<file path="config.mk">
export PLATFORM = sky130hd
export DESIGN_NAME = inorder_receive_window
export DESIGN_NICKNAME = d
export VERILOG_FILES = /design/src/sv/iorw_pkg.sv /design/src/sv/iorw_ram.sv /design/src/sv/iorw_outq.sv /design/src/sv/inorder_receive_window.sv
export SDC_FILE = /design/constraint.sdc
export NUM_CORES = 1
export LEC_CHECK = 0
export CORE_ASPECT_RATIO = 0.75
export CORE_MARGIN = 5
export CORE_UTILIZATION = 40
export DETAILED_ROUTE_END_ITERATION = 8
export DONT_BUFFER_PORTS = 1
export SLEW_MARGIN = 20
export SYNTH_ARGS = -nofsm -noshare
export SYNTH_HDL_FRONTEND = slang
export SYNTH_SLANG_ARGS = --single-unit
</file>
<file path="constraint.sdc">
create_clock -name clock -period 9.6 [get_ports clock]
set_input_delay 0.96 -clock clock [delete_from_list [all_inputs] [get_ports clock]]
set_output_delay 0.96 -clock clock [all_outputs]
set_load 0.01 [all_outputs]
</file>
<file path="src/sv/iorw_pkg.sv">
package iorw_pkg;

   typedef enum logic [1:0] {
      KIND_ACK     = 2'd0,
      KIND_DELIVER = 2'd1,
      KIND_RELEASE = 2'd2
   } kind_type;

   // one result word as it leaves the sequencer
   typedef struct packed {
      kind_type    kind;
      logic [31:0] seq_num;
      logic [15:0] tag;
      logic        part;
      logic        gend;
   } result_type;

endpackage

</file>
<file path="src/sv/iorw_ram.sv">
module iorw_ram #(
   parameter int WIDTH = 8,
   parameter int DEPTH = 16
) (
   input  logic                     clock,
   input  logic                     we,
   input  logic [$clog2(DEPTH)-1:0] waddr,
   input  logic [WIDTH-1:0]         wdata,
   input  logic [$clog2(DEPTH)-1:0] raddr,
   output logic [WIDTH-1:0]         rdata
);
   logic [WIDTH-1:0] mem_ff [DEPTH];
   logic [WIDTH-1:0] rdata_ff;

   always_ff @(posedge clock) begin
      if (we) begin
         mem_ff[waddr] <= wdata;
      end
      rdata_ff <= mem_ff[raddr];
   end

   assign rdata = rdata_ff;
endmodule

</file>
<file path="src/sv/iorw_outq.sv">
module iorw_outq (
   input  logic                  clock,
   input  logic                  reset,
   input  logic                  push,
   input  iorw_pkg::result_type  res,
   input  logic                  finish,
   output logic                  rsp_strobe,
   output logic [1:0]            rsp_result_kind,
   output logic [31:0]           rsp_result_sequence,
   output logic [15:0]           rsp_result_tag,
   output logic                  rsp_part_of_group,
   output logic                  rsp_group_end,
   output logic                  rsp_is_last
);
   import iorw_pkg::*;

   // one word held back until we know whether another follows
   result_type pend_ff, pend_in;
   logic       pend_valid_ff, pend_valid_in;
   result_type out_ff, out_in;
   logic       strobe_ff, strobe_in;
   logic       last_ff, last_in;

   always_comb begin
      pend_in       = pend_ff;
      pend_valid_in = pend_valid_ff;
      out_in        = out_ff;
      strobe_in     = 1'b0;
      last_in       = 1'b0;
      if (finish) begin
         out_in        = pend_ff;
         strobe_in     = pend_valid_ff;
         last_in       = 1'b1;
         pend_valid_in = 1'b0;
      end else if (push) begin
         out_in        = pend_ff;
         strobe_in     = pend_valid_ff;
         pend_in       = res;
         pend_valid_in = 1'b1;
      end
   end

   always_ff @(posedge clock) begin
      pend_ff <= pend_in;
      out_ff  <= out_in;
      if (reset) begin
         pend_valid_ff <= 1'b0;
         strobe_ff     <= 1'b0;
         last_ff       <= 1'b0;
      end else begin
         pend_valid_ff <= pend_valid_in;
         strobe_ff     <= strobe_in;
         last_ff       <= last_in;
      end
   end

   assign rsp_strobe          = strobe_ff;
   assign rsp_result_kind     = out_ff.kind;
   assign rsp_result_sequence = out_ff.seq_num;
   assign rsp_result_tag      = out_ff.tag;
   assign rsp_part_of_group   = out_ff.part;
   assign rsp_group_end       = out_ff.gend;
   assign rsp_is_last         = last_ff;
endmodule

</file>
<file path="src/sv/inorder_receive_window.sv">
// in-order receive window for one connection. a packet is taken when start is high
// and busy is low; busy then falls as the last word that packet causes shows on the
// rsp_ ports. results come one per strobe cycle on the rsp_ ports and cannot be
// held off; rsp_is_last marks the final word of a packet. the sequencer walks the
// window one slot at a time through a single registered-read slot memory; a plain
// packet is delivered from the head slot, and a fragment group takes one pass to
// check the group and one pass to deliver it. the window memory needs no clearing
// pass after reset: per-slot valid bits live in flops.
module inorder_receive_window #(
   parameter int WINDOW   = 16,
   parameter int TAG_BITS = 16
) (
   input  logic        clock,
   input  logic        reset,
   input  logic        start,
   output logic        busy,
   input  logic [31:0] req_sequence_number,
   input  logic        req_hash_ok,
   input  logic        req_is_fragment,
   input  logic [15:0] req_fragment_index,
   input  logic [15:0] req_fragment_total,
   input  logic [15:0] req_payload_tag,
   output logic        rsp_strobe,
   output logic [1:0]  rsp_result_kind,
   output logic [31:0] rsp_result_sequence,
   output logic [15:0] rsp_result_tag,
   output logic        rsp_part_of_group,
   output logic        rsp_group_end,
   output logic        rsp_is_last
);
   import iorw_pkg::*;

   localparam int IDXW = $clog2(WINDOW);
   localparam int CW   = $clog2(WINDOW + 1);
   localparam int TW   = (TAG_BITS < 16) ? TAG_BITS : 16;
   localparam int SW   = TW + 1 + IDXW + CW;

   typedef enum logic [9:0] {
      S_IDLE    = 10'b0000000001,
      S_CHECK   = 10'b0000000010,
      S_REL2    = 10'b0000000100,
      S_HEAD_RD = 10'b0000001000,
      S_HEAD    = 10'b0000010000,
      S_SCAN_RD = 10'b0000100000,
      S_SCAN    = 10'b0001000000,
      S_DEL_RD  = 10'b0010000000,
      S_DEL     = 10'b0100000000,
      S_FIN     = 10'b1000000000
   } state_type;

   state_type         state_ff, state_in;
   logic [31:0]       exp_ff, exp_in;         // expected sequence number
   logic [IDXW-1:0]   hslot_ff, hslot_in;     // slot of the expected sequence
   logic [IDXW-1:0]   sslot_ff, sslot_in;     // slot walked by scan and deliver
   logic [CW-1:0]     i_ff, i_in;             // position within a group
   logic [CW-1:0]     cnt_ff, cnt_in;         // size of the head group
   logic [TW-1:0]     htag_ff, htag_in;       // tag of the head slot
   logic              comp_ff, comp_in;       // group complete so far
   logic [WINDOW-1:0] valid_ff, valid_in;

   // latched packet
   logic [31:0] seq_ff;
   logic        hash_ff, frag_ff;
   logic [15:0] fidx_ff, ftot_ff;
   logic [TW-1:0] tag_ff;

   logic          ram_we;
   logic [IDXW-1:0] ram_raddr;
   logic [SW-1:0] ram_wdata, ram_rdata;

   logic          push;
   result_type    res;
   logic          fin;

   // slot memory word fields
   logic [TW-1:0]   rd_tag;
   logic            rd_frag;
   logic [IDXW-1:0] rd_pos;
   logic [CW-1:0]   rd_cnt;

   // classification of the latched packet
   logic            bad, malformed, stale, beyond;
   logic [31:0]     diff;
   logic [IDXW:0]   slot_sum;
   logic [IDXW-1:0] slot_new;

   function automatic logic [IDXW-1:0] wrap_inc(input logic [IDXW-1:0] x);
      if (x == IDXW'(WINDOW - 1)) begin
         return '0;
      end
      return x + 1'b1;
   endfunction

   function automatic result_type mk_res(input kind_type k, input logic [31:0] s,
                                         input logic [15:0] t, input logic p,
                                         input logic g);
      result_type r;
      r.kind    = k;
      r.seq_num = s;
      r.tag     = t;
      r.part    = p;
      r.gend    = g;
      return r;
   endfunction

   assign {rd_tag, rd_frag, rd_pos, rd_cnt} = ram_rdata;

   assign bad       = !hash_ff;
   assign malformed = frag_ff && ((ftot_ff == 16'd0) || (ftot_ff > 16'(WINDOW)) ||
                                  (fidx_ff >= ftot_ff));
   assign stale     = seq_ff < exp_ff;
   assign diff      = seq_ff - exp_ff;
   assign beyond    = diff >= 32'(WINDOW);
   // window slot of the new packet, tracked from the head slot so any window size works
   assign slot_sum  = {1'b0, hslot_ff} + {1'b0, diff[IDXW-1:0]};
   assign slot_new  = (slot_sum >= (IDXW+1)'(WINDOW)) ?
                      IDXW'(slot_sum - (IDXW+1)'(WINDOW)) : slot_sum[IDXW-1:0];

   // non-fragments store position and count as zero
   assign ram_wdata = {tag_ff, frag_ff,
                       frag_ff ? fidx_ff[IDXW-1:0] : {IDXW{1'b0}},
                       frag_ff ? ftot_ff[CW-1:0]   : {CW{1'b0}}};

   always_comb begin
      state_in  = state_ff;
      exp_in    = exp_ff;
      hslot_in  = hslot_ff;
      sslot_in  = sslot_ff;
      i_in      = i_ff;
      cnt_in    = cnt_ff;
      htag_in   = htag_ff;
      comp_in   = comp_ff;
      valid_in  = valid_ff;
      push      = 1'b0;
      res       = mk_res(KIND_ACK, seq_ff, 16'd0, 1'b0, 1'b0);
      ram_we    = 1'b0;
      ram_raddr = hslot_ff;
      fin       = 1'b0;
      case (state_ff)
         S_IDLE: begin
            if (start) begin
               state_in = S_CHECK;
            end
         end
         S_CHECK: begin
            push = 1'b1;
            if (bad || malformed || (!stale && beyond)) begin
               res      = mk_res(KIND_RELEASE, seq_ff, 16'(tag_ff), 1'b0, 1'b0);
               state_in = S_FIN;
            end else if (stale || valid_ff[slot_new]) begin
               // stale, duplicate or slot taken: ack, then release the buffer
               state_in = S_REL2;
            end else begin
               ram_we             = 1'b1;
               valid_in[slot_new] = 1'b1;
               state_in           = S_HEAD_RD;
            end
         end
         S_REL2: begin
            push     = 1'b1;
            res      = mk_res(KIND_RELEASE, seq_ff, 16'(tag_ff), 1'b0, 1'b0);
            state_in = S_FIN;
         end
         S_HEAD_RD: begin
            state_in = valid_ff[hslot_ff] ? S_HEAD : S_FIN;
         end
         S_HEAD: begin
            if (!rd_frag || (rd_pos != '0) || (rd_cnt == '0) ||
                (rd_cnt > CW'(WINDOW))) begin
               // plain packet goes out, orphan fragment is dropped
               push = 1'b1;
               res  = mk_res(rd_frag ? KIND_RELEASE : KIND_DELIVER, exp_ff,
                             16'(rd_tag), 1'b0, 1'b0);
               valid_in[hslot_ff] = 1'b0;
               exp_in   = exp_ff + 32'd1;
               hslot_in = wrap_inc(hslot_ff);
               state_in = S_HEAD_RD;
            end else begin
               cnt_in   = rd_cnt;
               htag_in  = rd_tag;
               i_in     = CW'(1);
               sslot_in = wrap_inc(hslot_ff);
               comp_in  = 1'b1;
               state_in = S_SCAN_RD;
            end
         end
         S_SCAN_RD: begin
            ram_raddr = sslot_ff;
            if (i_ff == cnt_ff) begin
               if (comp_ff) begin
                  i_in     = '0;
                  sslot_in = hslot_ff;
                  state_in = S_DEL_RD;
               end else begin
                  state_in = S_FIN;
               end
            end else if (!valid_ff[sslot_ff]) begin
               comp_in  = 1'b0;
               i_in     = i_ff + 1'b1;
               sslot_in = wrap_inc(sslot_ff);
            end else begin
               state_in = S_SCAN;
            end
         end
         S_SCAN: begin
            if (!rd_frag || (CW'(rd_pos) != i_ff) || (rd_cnt != cnt_ff)) begin
               // a foreign packet in the group range orphans the head
               push = 1'b1;
               res  = mk_res(KIND_RELEASE, exp_ff, 16'(htag_ff), 1'b0, 1'b0);
               valid_in[hslot_ff] = 1'b0;
               exp_in   = exp_ff + 32'd1;
               hslot_in = wrap_inc(hslot_ff);
               state_in = S_HEAD_RD;
            end else begin
               i_in     = i_ff + 1'b1;
               sslot_in = wrap_inc(sslot_ff);
               state_in = S_SCAN_RD;
            end
         end
         S_DEL_RD: begin
            ram_raddr = sslot_ff;
            state_in  = S_DEL;
         end
         S_DEL: begin
            push = 1'b1;
            res  = mk_res(KIND_DELIVER, exp_ff + 32'(i_ff), 16'(rd_tag), 1'b1,
                          (i_ff + CW'(1)) == cnt_ff);
            valid_in[sslot_ff] = 1'b0;
            if ((i_ff + CW'(1)) == cnt_ff) begin
               exp_in   = exp_ff + 32'(cnt_ff);
               hslot_in = wrap_inc(sslot_ff);
               state_in = S_HEAD_RD;
            end else begin
               i_in     = i_ff + 1'b1;
               sslot_in = wrap_inc(sslot_ff);
               state_in = S_DEL_RD;
            end
         end
         S_FIN: begin
            fin      = 1'b1;
            state_in = S_IDLE;
         end
         default: begin
            state_in = S_IDLE;
         end
      endcase
   end

   always_ff @(posedge clock) begin
      if (reset) begin
         state_ff <= S_IDLE;
         exp_ff   <= '0;
         hslot_ff <= '0;
         valid_ff <= '0;
      end else begin
         state_ff <= state_in;
         exp_ff   <= exp_in;
         hslot_ff <= hslot_in;
         valid_ff <= valid_in;
      end
   end

   always_ff @(posedge clock) begin
      sslot_ff <= sslot_in;
      i_ff     <= i_in;
      cnt_ff   <= cnt_in;
      htag_ff  <= htag_in;
      comp_ff  <= comp_in;
      if (start && !busy) begin
         seq_ff  <= req_sequence_number;
         hash_ff <= req_hash_ok;
         frag_ff <= req_is_fragment;
         fidx_ff <= req_fragment_index;
         ftot_ff <= req_fragment_total;
         tag_ff  <= req_payload_tag[TW-1:0];
      end
   end

   assign busy = (state_ff != S_IDLE);

   iorw_ram #(
      .WIDTH(SW),
      .DEPTH(WINDOW)
   ) u_slots (
      .clock (clock),
      .we    (ram_we),
      .waddr (slot_new),
      .wdata (ram_wdata),
      .raddr (ram_raddr),
      .rdata (ram_rdata)
   );

   iorw_outq u_outq (
      .clock               (clock),
      .reset               (reset),
      .push                (push),
      .res                 (res),
      .finish              (fin),
      .rsp_strobe          (rsp_strobe),
      .rsp_result_kind     (rsp_result_kind),
      .rsp_result_sequence (rsp_result_sequence),
      .rsp_result_tag      (rsp_result_tag),
      .rsp_part_of_group   (rsp_part_of_group),
      .rsp_group_end       (rsp_group_end),
      .rsp_is_last         (rsp_is_last)
   );
endmodule

</file>
==> metrics.cfg <==
[die]
fp.dieW_um = 335
core_area_sq_mm = 0.0785
rows = 89
initial_core_util_pct = 40.3
dieArea_sq_mm = 0.0848
io_pins = 140
die_y_um = 253

[logic_synthesis]
synthMuxAreaShare_pct = 8.68
synth_top_family_by_area = compound AO/OA/AOI/OAI gates
synthFlopType = edfxtp_1
yosys.area_share.simple_pct = 8.81
synth.distinct_cells = 80
synth-edff-count = 633
yosysSeqAreaShare_pct = 65.9
synthXorXnorAreaFrac_pct = 1.86
synth_compound_area_share_pct = 9.45
ys_warn_count = 0
netlist_area_sq_mm = 0.0316
syn-num-nets = 2348
synth_seq_cells = 724
synth-async-reset-ratio_pct = 0
avgSynthCellArea_sq_um = 14.4
postSynthCellCount = 2189
synth-adder-area-share_pct = 3.02

[grt]
grt_pass1_wl_um = 123000
antenna_found_initial = 3
grt_start_max_net_pins = 105
grt_overflow = 0
grt_usage_pct = 19.5
grt_pass1_vias = 18400

[timing]
skew_ns = 0.0184
fmax_mhz = 182
drv_slew = 0
finalHoldViolations = 0
layout_min_cycle_time_ns = 5.48
worst_pin_slew_ns = 1.04
setup_viol = 0
rsz0062_at_grt = no
setup_tns_ns = 0
min_period_over_period_pct = 57.1
slew_headroom_pct = 30.4

[cts]
worstSkewPairLatency_ns = 0.63
cts.sinks = 724
post_cts_resized = 0
clockBufferDepth = 3
cts_buffers = 75
root_buffer = clkbuf_16
ctsHoldBuffers = 0
path_clk_slew_ns = 0.06
postCtsSetupBuffers = 0
htreeDepth = 3
cts_tree = built

[worst_setup_path]
critPathArrivalTime_ns = 5.75
ff2ff_path_depth = 14
setup.worst_path.start_class = flip-flop
critPathKind = reg -> reg
worstPathRequired_ns = 9.86
cp_max_fo = 26
cp-end-kind = flip-flop

[hold_path]
hp-class = in -> reg
min_path_cells = 1

[layout]
fin_area_sq_mm = 0.0356
nNetsFinal = 2348
layout_commonest_cell = edfxtp_1
layout_common_cells = 633 x edfxtp_1, 169 x nand2_1, 126 x nor2_1
synthToLayoutAreaGrowth_pct = 12.5
drive_gt1_share_pct = 13.9

[placement]
gp_congestion = 0.952
placed_area_sq_mm = 0.0329
dpl.hpwl_um = 56500
portBuffers = 0

[detailed_routing]
routed.top_layer = met5
wl_met2_um = 34400
ant_nets = 0
wl_per_cell_um = 25.6
vias_per_cell = 5.85
drt_iter0_drc = 2006
vias = 19300
wl_um = 84300
met3_length_um = 9630
wl_met1_um = 38600
first_pass_iters = 5
remaining_drc_errors = 0

[flow_run]
drv_cap = 0

[pwr]
vdd_drop_max_mv = 0.154
pwr_density_cell_mw_per_mm2 = 195
p_leak_nw = 11.9

[status]
status = complete, no violations

==> final cells by class <==
class / instances / area, sq um
clock inverters: 42 / 587
repair buffers: 31 / 245
multi-input cells: 1276 / 10200
clock buffers: 96 / 2060
fillers: 6815 / 42900
flip-flops and latches: 724 / 20800
diodes: 2 / 5.00
well taps: 1046 / 1310
inverters: 81 / 304
==> per-stage QoR <==
step	util [%]	hold slack, ns	total power [W]	std cells	setup WS, ns
3_3_place_gp	41.9	0.403	0.00388	3158	4.35
6_report	45.3	0.408	0.00693	3298	4.12
2_1_floorplan	-	0.400	0.00376	2189	4.04
3_5_place_dp	41.9	0.405	0.00388	3158	4.35
5_1_grt	45.3	0.368	0.00716	3297	3.91
4_1_cts	45.3	0.356	0.00699	3296	4.32
==> synth_stat cells, types with 16 or more instances <==
master / instances / area (sq um)
edfxtp_1: 633 / 19000
nand2_1: 170 / 638
nor2_1: 128 / 480
mux4_2: 116 / 2610
dfxtp_1: 91 / 1820
clkbuf_1: 89 / 334
a21oi_1: 82 / 410
inv_1: 81 / 304
o21ai_0: 81 / 405
ha_1: 70 / 876
xnor2_1: 48 / 420
a31oi_1: 46 / 288
nor3_1: 44 / 220
and2_1: 42 / 263
a211oi_1: 37 / 278
a21o_1: 37 / 278
nand3_1: 29 / 145
nor4_1: 28 / 175
nand4_1: 22 / 138
nand2b_1: 21 / 131
xor2_1: 19 / 166
and3_1: 18 / 113
a22o_1: 17 / 149
buf_2: 17 / 85.1
nor2b_1: 17 / 106
o21a_1: 16 / 120
==> report_power, final <==
part | internal, W | total, W | switching [W]
clock network | 0.00188 | 0.00311 | 0.00123
registers | 0.00348 | 0.00354 | 0.0000603
logic | 0.0000843 | 0.000275 | 0.000191
==> metal layers <==
layer	global-route usage (%)	vias to the layer above
li1	-	8521
met1	29.9	9770
met2	26.5	885
met3	6.99	108
met4	4.48	4
met5	1.12	-
==> registers in the layout, indices dropped and copies added (netlist names), 10 cells and up <==
signal / flops
exp_ff: 32
fidx_ff: 16
ftot_ff: 16
htag_ff: 16
seq_ff: 32
state_ff: 10
tag_ff: 16
u_outq.pend_ff: 52
u_outq.rsp_result_sequence: 32
u_outq.rsp_result_tag: 16
u_slots.mem_ff: 416
u_slots.rdata: 26
valid_ff: 16
==> path summary, 6_finish.rpt <==
path / from / end / slack [ns]
min: reset / exp_ff[23]$_SDFFE_PP0P_ / 0.41
min reg2reg: u_outq.pend_ff[37]$_DFFE_PP_ / u_outq.rsp_result_sequence[19]$_DFFE_PP_ / 0.42
max reg2reg: exp_ff[23]$_SDFFE_PP0P_ / u_slots.mem_ff[12][14]$_DFFE_PP_ / 4.12
max: exp_ff[23]$_SDFFE_PP0P_ / u_slots.mem_ff[12][14]$_DFFE_PP_ / 4.12
==> cells by family after synthesis <==
family / Yosys count
compound gates: 439
fa+ha+maj: 74
xor+xnor: 67
mux: 129
flops: 724
simple gates: 567
buf+inv: 189
==> critical path, cell delays in order (launching register included) <==
cell and delay (ns):
dfxtp_1 0.49, inv_1 0.14, ha_1 0.46, nand2_1 0.24
nor2_1 0.23, o21ai_0 0.11, and3_1 0.25, a2111oi_0 0.70
o2111ai_1 0.25, nor4_1 0.28, nand4_1 0.28, a21oi_1 0.30
nand4_2 0.59, nor3_2 0.35, buf_4 0.42
Power figures use the tool's default switching activity.
